[src/hw/rtl/wavp_pkg.sv]
// ----------------------------------------------------------------------------
// WAV PCM stream parser package
// Parse phases, result kinds, error codes and chunk tags shared by the parser.
// ----------------------------------------------------------------------------
package wavp_pkg;

    typedef enum logic [4:0] {
        PH_RIFF,
        PH_RIFFSIZE,
        PH_WAVE,
        PH_CHUNK1,
        PH_JUNKSIZE,
        PH_JUNKSKIP,
        PH_CHUNK2,
        PH_FMTSIZE,
        PH_FMTTAG,
        PH_FMTCH,
        PH_FMTRATE,
        PH_BYTERATE,
        PH_ALIGN,
        PH_BITS,
        PH_CHUNK3,
        PH_LISTSIZE,
        PH_LISTSKIP,
        PH_CHUNK4,
        PH_DATASIZE,
        PH_SAMPLES,
        PH_IDLE
    } phase_t;

    typedef enum logic [1:0] {
        KIND_SAMPLE = 2'd0,
        KIND_HEADER = 2'd1,
        KIND_ERROR  = 2'd2
    } kind_t;

    typedef enum logic [2:0] {
        ERR_NO_RIFF     = 3'd0,
        ERR_NO_WAVE     = 3'd1,
        ERR_NO_FMT      = 3'd2,
        ERR_UNSUPPORTED = 3'd3,
        ERR_NO_DATA     = 3'd4,
        ERR_NO_CHANNELS = 3'd5
    } err_t;

    // Tags as read little-endian into a 32-bit word.
    localparam logic [31:0] TAG_RIFF = 32'h4646_4952;
    localparam logic [31:0] TAG_WAVE = 32'h4556_4157;
    localparam logic [31:0] TAG_JUNK = 32'h4B4E_554A;
    localparam logic [31:0] TAG_FMT  = 32'h2074_6D66;
    localparam logic [31:0] TAG_LIST = 32'h5453_494C;
    localparam logic [31:0] TAG_DATA = 32'h6174_6164;

    localparam logic [31:0] FMT_CHUNK_SIZE = 32'd16;
    localparam logic [31:0] FMT_PCM        = 32'd1;
    localparam logic [31:0] BITS_8         = 32'd8;
    localparam logic [31:0] BITS_16        = 32'd16;

endpackage

[src/hw/rtl/wav_pcm_stream_parser_top.sv]
// ----------------------------------------------------------------------------
// WAV PCM stream parser
// Parses a RIFF/WAVE byte stream and emits header, sample and error words.
// ----------------------------------------------------------------------------
//  Channel | Handshake            | Payload
//  --------+----------------------+------------------------------------------
//  input   | in_valid / in_ready  | data_byte, start_of_file
//  output  | out_valid / out_ready| kind, sample, channel, last_sample,
//          |                      | rate_hz, channel_count, sample_bits,
//          |                      | stereo, error_code
//
//  One input byte is taken every cycle while in_ready is high; its result, if any, appears in the
//  output register on the next cycle.
//  The input side stalls only while a result waits in the output register and
//  out_ready is low; the result register is the only stage between the sides.
//  Reset returns the parser to waiting for the RIFF tag with no word pending.
//  Frame counting uses a remaining-sample counter with one subtract per frame.
// ----------------------------------------------------------------------------
module wav_pcm_stream_parser_top
    import wavp_pkg::*;
(
    input  logic               clk,
    input  logic               rst_n,
    input  logic               in_valid,
    output logic               in_ready,
    input  logic [7:0]         data_byte,
    input  logic               start_of_file,
    output logic               out_valid,
    input  logic               out_ready,
    output logic [1:0]         kind,
    output logic signed [15:0] sample,
    output logic               channel,
    output logic               last_sample,
    output logic [31:0]        rate_hz,
    output logic [15:0]        channel_count,
    output logic [4:0]         sample_bits,
    output logic               stereo,
    output logic [2:0]         error_code
);

    phase_t      phase_reg, phase_next;
    logic [1:0]  fbi_reg, fbi_next;
    logic [31:0] shift_reg, shift_next;
    logic        bad_reg, bad_next;
    logic [31:0] skip_reg, skip_next;
    logic [15:0] chans_reg, chans_next;
    logic [4:0]  bits_reg, bits_next;
    logic [31:0] rate_reg, rate_next;
    logic [31:0] rem_reg, rem_next;
    logic        lastf_reg, lastf_next;
    logic [15:0] pos_reg, pos_next;
    logic [7:0]  low_reg, low_next;

    logic        out_valid_reg;
    logic [1:0]  kind_reg;
    logic [15:0] sample_reg;
    logic        channel_reg;
    logic        last_reg;
    logic [31:0] rate_out_reg;
    logic [15:0] count_out_reg;
    logic [4:0]  bits_out_reg;
    logic        stereo_reg;
    logic [2:0]  err_reg;

    logic        res_valid;
    logic [1:0]  res_kind;
    logic [15:0] res_sample;
    logic        res_channel;
    logic        res_last;
    logic [31:0] res_rate;
    logic [15:0] res_count;
    logic [4:0]  res_bits;
    logic        res_stereo;
    logic [2:0]  res_err;

    logic        accept;
    phase_t      phase_cur;
    logic [1:0]  fbi_cur;
    logic [31:0] shift_cur;
    logic        bad_cur;
    logic        need2;
    logic        done;
    logic [31:0] v;
    logic [15:0] word;
    logic        lastch;
    logic [16:0] pos_inc;
    logic        frame_end;
    logic [32:0] rem_minus;
    logic [31:0] samples_total;
    logic [31:0] junk_skip;

    assign in_ready = !out_valid_reg || out_ready;
    assign accept   = in_valid && in_ready;

    always_comb
    begin
        // A start-of-file byte restarts the parser before it is taken.
        phase_cur = start_of_file ? PH_RIFF : phase_reg;
        fbi_cur   = start_of_file ? 2'd0 : fbi_reg;
        shift_cur = start_of_file ? 32'd0 : shift_reg;
        bad_cur   = start_of_file ? 1'b0 : bad_reg;

        need2 = (phase_cur == PH_FMTTAG) || (phase_cur == PH_FMTCH) ||
                (phase_cur == PH_ALIGN) || (phase_cur == PH_BITS);
        v     = shift_cur | ({24'd0, data_byte} << {fbi_cur, 3'b000});
        done  = need2 ? (fbi_cur != 2'd0) : (fbi_cur == 2'd3);

        lastch    = (chans_reg > 16'd1);
        word      = (bits_reg == BITS_16[4:0]) ? {data_byte, low_reg}
                                               : {~data_byte[7], data_byte[6:0], 8'd0};
        pos_inc   = {1'b0, pos_reg} + 17'd1;
        frame_end = (pos_inc >= {1'b0, chans_reg});
        rem_minus = {1'b0, rem_reg} - {17'd0, chans_reg};

        samples_total = (bits_reg == BITS_16[4:0]) ? {1'b0, v[31:1]} : v;
        junk_skip     = v + {31'd0, v[0]};

        phase_next = phase_cur;
        fbi_next   = fbi_cur;
        shift_next = shift_cur;
        bad_next   = bad_cur;
        skip_next  = skip_reg;
        chans_next = chans_reg;
        bits_next  = bits_reg;
        rate_next  = rate_reg;
        rem_next   = rem_reg;
        lastf_next = lastf_reg;
        pos_next   = pos_reg;
        low_next   = low_reg;

        res_valid   = 1'b0;
        res_kind    = KIND_SAMPLE;
        res_sample  = 16'd0;
        res_channel = 1'b0;
        res_last    = 1'b0;
        res_rate    = 32'd0;
        res_count   = 16'd0;
        res_bits    = 5'd0;
        res_stereo  = 1'b0;
        res_err     = ERR_NO_RIFF;

        unique case (phase_cur)
            PH_IDLE:
            begin
            end
            PH_JUNKSKIP, PH_LISTSKIP:
            begin
                skip_next = skip_reg - 32'd1;
                if (skip_next == 32'd0)
                begin
                    phase_next = (phase_cur == PH_JUNKSKIP) ? PH_CHUNK2 : PH_CHUNK4;
                end
            end
            PH_SAMPLES:
            begin
                if ((bits_reg == BITS_16[4:0]) && (fbi_cur == 2'd0))
                begin
                    low_next = data_byte;
                    fbi_next = 2'd1;
                end
                else
                begin
                    fbi_next = 2'd0;
                    if (pos_reg < 16'd2)
                    begin
                        res_valid   = 1'b1;
                        res_kind    = KIND_SAMPLE;
                        res_sample  = word;
                        res_channel = pos_reg[0];
                        res_last    = (pos_reg[0] == lastch) && lastf_reg;
                        res_stereo  = lastch;
                    end
                    pos_next = pos_inc[15:0];
                    if (frame_end)
                    begin
                        // The frame just read was whole; see whether another follows.
                        pos_next   = 16'd0;
                        rem_next   = rem_minus[31:0];
                        lastf_next = (rem_minus[31:0] < {15'd0, chans_reg, 1'b0});
                        if (rem_minus[31:0] < {16'd0, chans_reg})
                        begin
                            phase_next = PH_IDLE;
                        end
                    end
                end
            end
            default:
            begin
                if (!done)
                begin
                    fbi_next   = fbi_cur + 2'd1;
                    shift_next = v;
                end
                else
                begin
                    fbi_next   = 2'd0;
                    shift_next = 32'd0;
                    res_kind   = KIND_ERROR;
                    priority case (phase_cur)
                        PH_RIFF:
                        begin
                            if (v != TAG_RIFF)
                            begin
                                res_valid  = 1'b1;
                                res_err    = ERR_NO_RIFF;
                                phase_next = PH_IDLE;
                            end
                            else
                            begin
                                phase_next = PH_RIFFSIZE;
                            end
                        end
                        PH_RIFFSIZE: phase_next = PH_WAVE;
                        PH_WAVE:
                        begin
                            if (v != TAG_WAVE)
                            begin
                                res_valid  = 1'b1;
                                res_err    = ERR_NO_WAVE;
                                phase_next = PH_IDLE;
                            end
                            else
                            begin
                                phase_next = PH_CHUNK1;
                            end
                        end
                        PH_CHUNK1, PH_CHUNK2:
                        begin
                            if ((phase_cur == PH_CHUNK1) && (v == TAG_JUNK))
                            begin
                                phase_next = PH_JUNKSIZE;
                            end
                            else if (v != TAG_FMT)
                            begin
                                res_valid  = 1'b1;
                                res_err    = ERR_NO_FMT;
                                phase_next = PH_IDLE;
                            end
                            else
                            begin
                                phase_next = PH_FMTSIZE;
                            end
                        end
                        PH_JUNKSIZE:
                        begin
                            // An odd size is padded by one, wrapping at 32 bits.
                            skip_next  = junk_skip;
                            phase_next = (junk_skip == 32'd0) ? PH_CHUNK2 : PH_JUNKSKIP;
                        end
                        PH_FMTSIZE:
                        begin
                            bad_next   = (v != FMT_CHUNK_SIZE);
                            phase_next = PH_FMTTAG;
                        end
                        PH_FMTTAG:
                        begin
                            if (v != FMT_PCM)
                            begin
                                bad_next = 1'b1;
                            end
                            phase_next = PH_FMTCH;
                        end
                        PH_FMTCH:
                        begin
                            chans_next = v[15:0];
                            phase_next = PH_FMTRATE;
                        end
                        PH_FMTRATE:
                        begin
                            rate_next  = v;
                            phase_next = PH_BYTERATE;
                        end
                        PH_BYTERATE: phase_next = PH_ALIGN;
                        PH_ALIGN:    phase_next = PH_BITS;
                        PH_BITS:
                        begin
                            if (bad_cur || ((v != BITS_8) && (v != BITS_16)))
                            begin
                                res_valid  = 1'b1;
                                res_err    = ERR_UNSUPPORTED;
                                phase_next = PH_IDLE;
                            end
                            else
                            begin
                                bits_next = v[4:0];
                                if (chans_reg == 16'd0)
                                begin
                                    res_valid  = 1'b1;
                                    res_err    = ERR_NO_CHANNELS;
                                    phase_next = PH_IDLE;
                                end
                                else
                                begin
                                    phase_next = PH_CHUNK3;
                                end
                            end
                        end
                        PH_CHUNK3, PH_CHUNK4:
                        begin
                            if ((phase_cur == PH_CHUNK3) && (v == TAG_LIST))
                            begin
                                phase_next = PH_LISTSIZE;
                            end
                            else if (v != TAG_DATA)
                            begin
                                res_valid  = 1'b1;
                                res_err    = ERR_NO_DATA;
                                phase_next = PH_IDLE;
                            end
                            else
                            begin
                                phase_next = PH_DATASIZE;
                            end
                        end
                        PH_LISTSIZE:
                        begin
                            skip_next  = v;
                            phase_next = (v == 32'd0) ? PH_CHUNK4 : PH_LISTSKIP;
                        end
                        PH_DATASIZE:
                        begin
                            res_valid = 1'b1;
                            if (chans_reg == 16'd0)
                            begin
                                res_err    = ERR_NO_CHANNELS;
                                phase_next = PH_IDLE;
                            end
                            else
                            begin
                                res_kind   = KIND_HEADER;
                                res_rate   = rate_reg;
                                res_count  = chans_reg;
                                res_bits   = bits_reg;
                                res_stereo = lastch;
                                // Whole frames remain while samples_total covers a frame.
                                rem_next   = samples_total;
                                lastf_next = (samples_total < {15'd0, chans_reg, 1'b0});
                                pos_next   = 16'd0;
                                low_next   = 8'd0;
                                phase_next = (samples_total < {16'd0, chans_reg}) ?
                                             PH_IDLE : PH_SAMPLES;
                            end
                        end
                        default:     phase_next = PH_IDLE;
                    endcase
                end
            end
        endcase
    end

    always_ff @(posedge clk or negedge rst_n)
    begin
        if (!rst_n)
        begin
            phase_reg     <= PH_RIFF;
            fbi_reg       <= 2'd0;
            shift_reg     <= 32'd0;
            bad_reg       <= 1'b0;
            skip_reg      <= 32'd0;
            chans_reg     <= 16'd0;
            bits_reg      <= 5'd0;
            rate_reg      <= 32'd0;
            rem_reg       <= 32'd0;
            lastf_reg     <= 1'b0;
            pos_reg       <= 16'd0;
            low_reg       <= 8'd0;
            out_valid_reg <= 1'b0;
        end
        else
        begin
            if (accept)
            begin
                phase_reg <= phase_next;
                fbi_reg   <= fbi_next;
                shift_reg <= shift_next;
                bad_reg   <= bad_next;
                skip_reg  <= skip_next;
                chans_reg <= chans_next;
                bits_reg  <= bits_next;
                rate_reg  <= rate_next;
                rem_reg   <= rem_next;
                lastf_reg <= lastf_next;
                pos_reg   <= pos_next;
                low_reg   <= low_next;
            end
            if (in_ready)
            begin
                out_valid_reg <= accept && res_valid;
            end
        end
    end

    always_ff @(posedge clk)
    begin
        if (accept && res_valid)
        begin
            kind_reg      <= res_kind;
            sample_reg    <= res_sample;
            channel_reg   <= res_channel;
            last_reg      <= res_last;
            rate_out_reg  <= res_rate;
            count_out_reg <= res_count;
            bits_out_reg  <= res_bits;
            stereo_reg    <= res_stereo;
            err_reg       <= res_err;
        end
    end

    assign out_valid     = out_valid_reg;
    assign kind          = kind_reg;
    assign sample        = sample_reg;
    assign channel       = channel_reg;
    assign last_sample   = last_reg;
    assign rate_hz       = rate_out_reg;
    assign channel_count = count_out_reg;
    assign sample_bits   = bits_out_reg;
    assign stereo        = stereo_reg;
    assign error_code    = err_reg;

`ifndef SYNTHESIS
    // The right channel is only produced for a file with more than one channel.
    assert property (@(posedge clk) disable iff (!rst_n)
        (out_valid_reg && (kind_reg == KIND_SAMPLE) && channel_reg) |-> stereo_reg)
        else $error("right-channel sample on a mono stream");

    // Sample phase is entered only after a nonzero channel count was read.
    assert property (@(posedge clk) disable iff (!rst_n)
        (phase_reg == PH_SAMPLES) |-> (chans_reg != 16'd0))
        else $error("sample phase with zero channels");

    // A byte taken while idle, without a restart, produces no result.
    assert property (@(posedge clk) disable iff (!rst_n)
        (accept && !start_of_file && (phase_reg == PH_IDLE) && !out_valid_reg)
        |=> !out_valid_reg)
        else $error("result produced while idle");
`endif

endmodule
[config.mk]
export PLATFORM = sky130hd
export DESIGN_NAME = wav_pcm_stream_parser_top
export DESIGN_NICKNAME = d
export VERILOG_FILES = /design/src/hw/rtl/wavp_pkg.sv /design/src/hw/rtl/wav_pcm_stream_parser_top.sv
export SDC_FILE = /design/constraint.sdc
export NUM_CORES = 1
export LEC_CHECK = 0
export BUFFER_PORTS_ARGS = -buffer_cell sky130_fd_sc_hd__buf_2
export CELL_PAD_IN_SITES_DETAIL_PLACEMENT = 0
export CELL_PAD_IN_SITES_GLOBAL_PLACEMENT = 1
export CORE_MARGIN = 3
export CORE_UTILIZATION = 40
export DETAILED_ROUTE_END_ITERATION = 10
export PLACE_DENSITY_LB_ADDON = 0.1
export SLEW_MARGIN = 20
export SYNTH_ARGS = -nofsm -noshare
export SYNTH_HDL_FRONTEND = slang
export SYNTH_SLANG_ARGS = --single-unit
export TNS_END_PERCENT = 50
[constraint.sdc]
create_clock -name clk -period 6.6 [get_ports clk]
set_clock_uncertainty 0.2 [all_clocks]
set_input_delay 0.33 -clock clk [delete_from_list [all_inputs] [get_ports clk]]
set_output_delay 0.33 -clock clk [all_outputs]
set_load 0.01 [all_outputs]
### Word level (Yosys, flattened, before mapping)

Cells that the tools add are included.

* register bits after elaboration: 260
* input port bits: 13
* output and inout bits: 79
* logic and storage cells: 217

* $add $sub $neg: 5
* order comparisons: 7
* equal/unequal tests: 36
* shifts and indexed selects: 1
* muxes and demuxes: 91
* bitwise gates (word level): 11
* reductions and logical operators: 42

Operators by type and width (count)
* 2-to-1 mux 32 bit: 10
* one-hot mux 32 bit (2 select lines): 3
* zero test 32 bit: 3
* 2-to-1 mux 16 bit: 6
* inequality test 32 x 31 -> 1 bit, second input constant: 3
* one-hot mux 5 bit (15 select lines): 1
* 2-to-1 mux 5 bit: 14
* == test 32 x 31 -> 1 bit, second input constant: 2
* less-than comparator 32 x 16 -> 1 bit: 2
* less-than comparator 32 x 17 -> 1 bit: 2
* == test 5 x 4 -> 1 bit, second input constant: 8
* adder 32 x 1 -> 32 bit: 1
* 2-to-1 mux 8 bit: 4
* inequality test 32 x 1 -> 1 bit, second input constant: 1
* inequality test 32 x 30 -> 1 bit, second input constant: 1
* inequality test 32 x 4 -> 1 bit, second input constant: 1
* inequality test 32 x 5 -> 1 bit, second input constant: 1
* bitwise OR 32 bit: 1
* one-hot mux 16 bit (2 select lines): 1
* left shift 8 x 5 -> 32 bit: 1
* subtractor 32 x 1 -> 32 bit, second input constant: 1
* subtractor 32 x 16 -> 32 bit: 1
* == test 5 bit, second input constant: 6
* 2-to-1 mux 1 bit: 29
* 39 further kinds: 90

### Logic depth before layout (Yosys ltp)

* word-level depth: 11
* depth in mapped cells: 19
* gate-level depth less buffers: 19

### Least setup slack after synthesis

OpenSTA, ideal clock, no wires.

* kind: input to register
* from: in start_of_file
* to: reg channel_reg, in the netlist channel, enable pin
* library setup time: 0.513 ns
* arrival time: 5.699 ns
* required time: 5.887 ns
* path slack: 0.189 ns
* cell stages on the path: 15
* path buffers: 7
* path through: buf_4 > buf_6 > buf_2 > buf_2 > clkbuf_1 > buf_1 > nor2b_1 > inv_1 > ha_1 > clkbuf_1 > a31oi_1 > nand2_1 > a21oi_1 > nor2_1 > nor2_1

* cells in the longest elaborated chain, start to end: 11
* elaborated cells between the ends (all ways): 56
* classes of those cells: eq/ne: 23; shift: 1; mux: 16; bitwise: 1; reduce/logical: 15

RTL lines
* from (decl): RTL line wav_pcm_stream_parser_top.sv:27 `input logic start_of_file,`
* 2-to-1 mux 2 bit: RTL line wav_pcm_stream_parser_top.sv:99 `fbi_cur = start_of_file ? 2'd0 : fbi_reg;`
* left shift 8 x 5 -> 32 bit: RTL line wav_pcm_stream_parser_top.sv:105 `v = shift_cur | ({24'd0, data_byte} << {fbi_cur, 3'b000});`
* bitwise OR 32 bit: RTL line wav_pcm_stream_parser_top.sv:105
* inequality test 32 x 4 -> 1 bit or inequality test 32 x 5 -> 1 bit (tied branches): RTL line wav_pcm_stream_parser_top.sv:277 `if (bad_cur || ((v != BITS_8) && (v != BITS_16)))`
* logical AND 1 bit: RTL line wav_pcm_stream_parser_top.sv:277
* logical OR 1 bit: RTL line wav_pcm_stream_parser_top.sv:277
* 2-to-1 mux 1 bit: RTL line wav_pcm_stream_parser_top.sv:277
* one-hot mux 1 bit (6 select lines): RTL line wav_pcm_stream_parser_top.sv:199 `priority case (phase_cur)`
* 2-to-1 mux 1 bit: RTL line wav_pcm_stream_parser_top.sv:189 `if (!done)`
* one-hot mux 1 bit (2 select lines) *: RTL line wav_pcm_stream_parser_top.sv:142 `unique case (phase_cur)`
* logical AND 1 bit *: RTL line wav_pcm_stream_parser_top.sv:395 `if (accept && res_valid)`
* to (signal assigned): RTL line wav_pcm_stream_parser_top.sv:399 `channel_reg <= res_channel;`
* to (decl): RTL line wav_pcm_stream_parser_top.sv:57 `logic channel_reg;`

Mark *: on every way between the ends. The rest lies on a longest branch, timed or not.
A chain may end at the register's enable or synchronous reset.

### Final worst setup path

* from: reg fbi_reg[1]
* to: reg phase_reg[0]

* cells in the longest elaborated chain, start to end: 10
* elaborated cells between the ends (all ways): 38
* classes of those cells: add/sub: 1; order compare: 1; eq/ne: 8; shift: 1; mux: 17; bitwise: 1; reduce/logical: 9

RTL lines
* from (decl): RTL line wav_pcm_stream_parser_top.sv:42 `logic [1:0] fbi_reg, fbi_next;`
* from (signal assigned): RTL line wav_pcm_stream_parser_top.sv:374 `fbi_reg <= fbi_next;`
* 2-to-1 mux 2 bit *: RTL line wav_pcm_stream_parser_top.sv:99
* branches (longest 8 deep; another with adder 32 x 1 -> 32 bit)
* one-hot mux 5 bit (3 select lines) *: RTL line wav_pcm_stream_parser_top.sv:142
* to (signal assigned): RTL line wav_pcm_stream_parser_top.sv:373 `phase_reg <= phase_next;`
* to (decl): RTL line wav_pcm_stream_parser_top.sv:41 `phase_t phase_reg, phase_next;`

Mark *: on every way between the ends.

==> results.py <==
metrics = {
    "drt": {
        "drc": 0,
        "drt_iter0_markers": 1737,
        "wl_um": 66500,
        "viasPerCell": 6.03,
        "drtPass1Iterations": 5,
        "wl_per_cell_um": 23.9,
        "dr_total_vias": 16764,
        "drt.antenna.violating_nets": 0,
    },
    "placement": {
        "gp_congestion": 1.01,
        "portBuffers": 91,
        "dp_hpwl_um": 48700,
    },
    "die": {
        "die_h_um": 218,
        "fp.dieArea_sq_um": 47500,
        "rows": 77,
        "start_util_pct": 40.6,
        "pin_count": 92,
        "fp.dieW_um": 218,
        "core_sq_um": 44300,
    },
    "run_status": {
        "status": "complete, no violations",
    },
    "setup_path": {
        "crit_fanout": 27,
        "cp-start-kind": "flip-flop",
        "path_class": "flip-flop to flip-flop",
        "required_ns": 6.86,
        "endpoint_kind": "flip-flop",
        "crit_arrival_ns": 5.41,
    },
    "final_layout": {
        "multi_input_area_sq_um": 10400,
        "area_growth_pct": 12.1,
        "fin_nets": 2276,
        "seq_area_sq_um": 6890,
        "drive_gt1_share_pct": 11.1,
        "final_core_util_pct": 45.5,
        "fillCellCount": 4374,
        "diodes": 0,
    },
    "power": {
        "ir_drop_mv": 0.224,
        "p_leak_nw": 8.59,
        "p_per_area_nw_per_um2": 293,
    },
    "synth": {
        "async_flop_share_pct": 70.4,
        "synth_area_sq_um": 18000,
        "ys.flop_type": "dfrtp_1",
        "postSynthAreaPerCell_sq_um": 8.53,
        "ys_warn_count": 0,
        "syn_inst": 2108,
        "ys_seq_elements": 260,
        "synth-edff-count": 77,
        "synth_nets": 2223,
        "yosysUniqueCellTypes": 96,
        "ys_seq_area_share_pct": 38.3,
    },
    "timing": {
        "tns_ns": 0,
        "drv_slew": 0,
        "hold_viol": 0,
        "min_period_over_period_pct": 77.9,
        "period_needed_ns": 5.14,
        "setup_viol": 0,
        "worstMarginPinSlew_ns": 1.00,
        "fmax_mhz": 194,
        "rsz0062_at_grt": "no",
        "fin_hold_ws_ns": 0.202,
        "maxSlewHeadroom_pct": 32.3,
    },
    "clock_tree": {
        "cts_tree": "yes",
        "htreeDepth": 1,
        "cts.sinks": 260,
        "clk_pin_slew_ns": 0.07,
        "cts_root_buf": "clkbuf_16",
        "insertion_delay_ns": 0.60,
        "cts_resized": 0,
        "cts_inserted_buffers": 31,
        "cts_buffer_depth": 3,
    },
    "global_route": {
        "grt-ovfl-total": 0,
        "grt_max_degree": 100,
        "antenna_found_initial": 0,
        "grt_pass1_vias": 15936,
        "grt_use_total_pct": 27.7,
        "grt_pass1_wl_um": 102000,
    },
    "worst_hold_path": {
        "holdCritPathClass": "input port to async pin",
    },
    "flow_run": {
        "maxCapViolations": 0,
    },
}
==> power by group <==
group | internal [mW] | leakage, nW | switching (mW) | total, mW
logic | 0.693 | 4.89 | 1.46 | 2.15
clock network | 0.926 | 0.469 | 0.764 | 1.69
registers | 1.83 | 3.23 | 0.241 | 2.07
==> Yosys cell counts, drive strengths merged (14+ instances only) <==
cell	n	area (sq um)
dfrtp	183	4580
nand2	228	863
and2	85	532
ha	101	1260
buf	27	178
a21oi	136	681
a22o	17	149
or4	19	146
o22ai	20	125
nor2	192	721
nor3	78	407
and3	15	93.8
a211oi	14	110
nand4	36	225
nor4	44	327
a31oi	33	206
nand3	59	300
nor2b	15	93.8
nand2b	24	150
clkbuf	109	409
edfxtp	77	2310
mux2i	17	170
xor2	23	201
inv	50	188
xnor2	59	517
o21ai	227	1150
==> layout by cell type, fill, tap and decap left out, types with 33 or more instances in the layout <==
| cell type | Yosys | final |
|---|---|---|
| o21ai_0 | 219 | 219 |
| buf_2 | 10 | 90 |
| and2_1 | 85 | 85 |
| xnor2_1 | 59 | 59 |
| nand4_1 | 36 | 36 |
| ha_1 | 101 | 101 |
| a21oi_1 | 136 | 135 |
| nand3_1 | 58 | 57 |
| dfrtp_1 | 183 | 183 |
| nand2_1 | 227 | 225 |
| a31oi_1 | 33 | 33 |
| nor2_1 | 192 | 191 |
| buf_4 | 3 | 53 |
| edfxtp_1 | 77 | 77 |
| nor4_1 | 40 | 39 |
| inv_1 | 50 | 50 |
| nor3_1 | 76 | 75 |
==> what timing repair did <==
| action | in CTS | in global routing |
|---|---|---|
| setup endpoints to repair | 0 | 0 |
| hold endpoints to repair | 110 | 0 |
| hold buffers | 11 | 0 |
| buffers inserted | 0 | 0 |
==> area by class of cell <==
class / instances / share of cell area (%)
inverters: 51 / 0.950
clock inverters: 20 / 0.826
well taps: 592 / 3.68
flip-flops and latches: 260 / 34.2
repair buffers: 156 / 4.92
multi-input cells: 1661 / 51.4
clock buffers: 38 / 4.03
==> kinds of logic (layout without fill, tap and decap cells) <==
| group | Yosys count | after routing | synth area share, % |
|---|---|---|---|
| buffers and inverters | 187 | 265 | 4.33 |
| xor gates and xnor gates | 82 | 82 | 4.00 |
| DFF | 260 | 260 | 38.3 |
| muxes | 25 | 25 | 1.45 |
| adders and majority gates | 102 | 102 | 7.14 |
| AOI/OAI and AO/OA | 583 | 583 | 20.0 |
| and+or+nand+nor | 869 | 869 | 24.8 |
==> critical path, cell delays in order, from the launching register on <==
cell and delay, ns:
dfrtp_1 0.86, buf_4 0.34, nand3b_1 0.17, a21o_1 0.52
o21ai_0 0.34, ha_1 0.38, nand3_1 0.11, or3_1 0.14
a21oi_1 0.06, a2111o_1 0.35, nor4_1 0.32, o41ai_1 0.22
a211oi_1 0.40, o311ai_0 0.25, a41oi_1 0.22, o32ai_1 0.11
==> path summary, 6_finish.rpt <==
check / cells after the start / slack (ns) / start / end
max: 15 / 1.46 / fbi_reg[1] / phase_reg[0]
min: 2 / 0.20 / rst_n / rate_reg[30]
min in group clk: 2 / 0.27 / rate_reg[7] / rate_reg[7]
min reg2reg: 2 / 0.27 / rate_reg[7] / rate_reg[7]
max reg2reg: 15 / 1.46 / fbi_reg[1] / phase_reg[0]
max in group asynchronous: 3 / 4.63 / rst_n / skip_reg[2]
==> routing by layer <==
| layer | GRT usage (%) | routed length, um | vias to the layer above |
|---|---|---|---|
| met1 | 40.7 | 30700 | 8179 |
| met2 | 42.8 | 29200 | 651 |
| met3 | 4.01 | 4920 | 115 |
| met4 | 7.35 | 1760 | 0 |
| met5 | 0 | 0 | - |
| li1 | - | - | 7819 |
==> through the flow <==
step / std cells / total power [mW] / setup slack (ns) / cell area (sq um)
2_1_floorplan: 2108 / 3.43 / 0.189 / 18000
3_3_place_gp: 2709 / 4.17 / 1.61 / 19100
3_5_place_dp: 2709 / 4.18 / 1.50 / 19100
4_1_cts: 2778 / 5.89 / 1.59 / 20100
5_1_grt: 2778 / 6.22 / 1.24 / 20100
6_report: 2778 / 5.91 / 1.46 / 20100
Power figures use the tool's default switching activity.
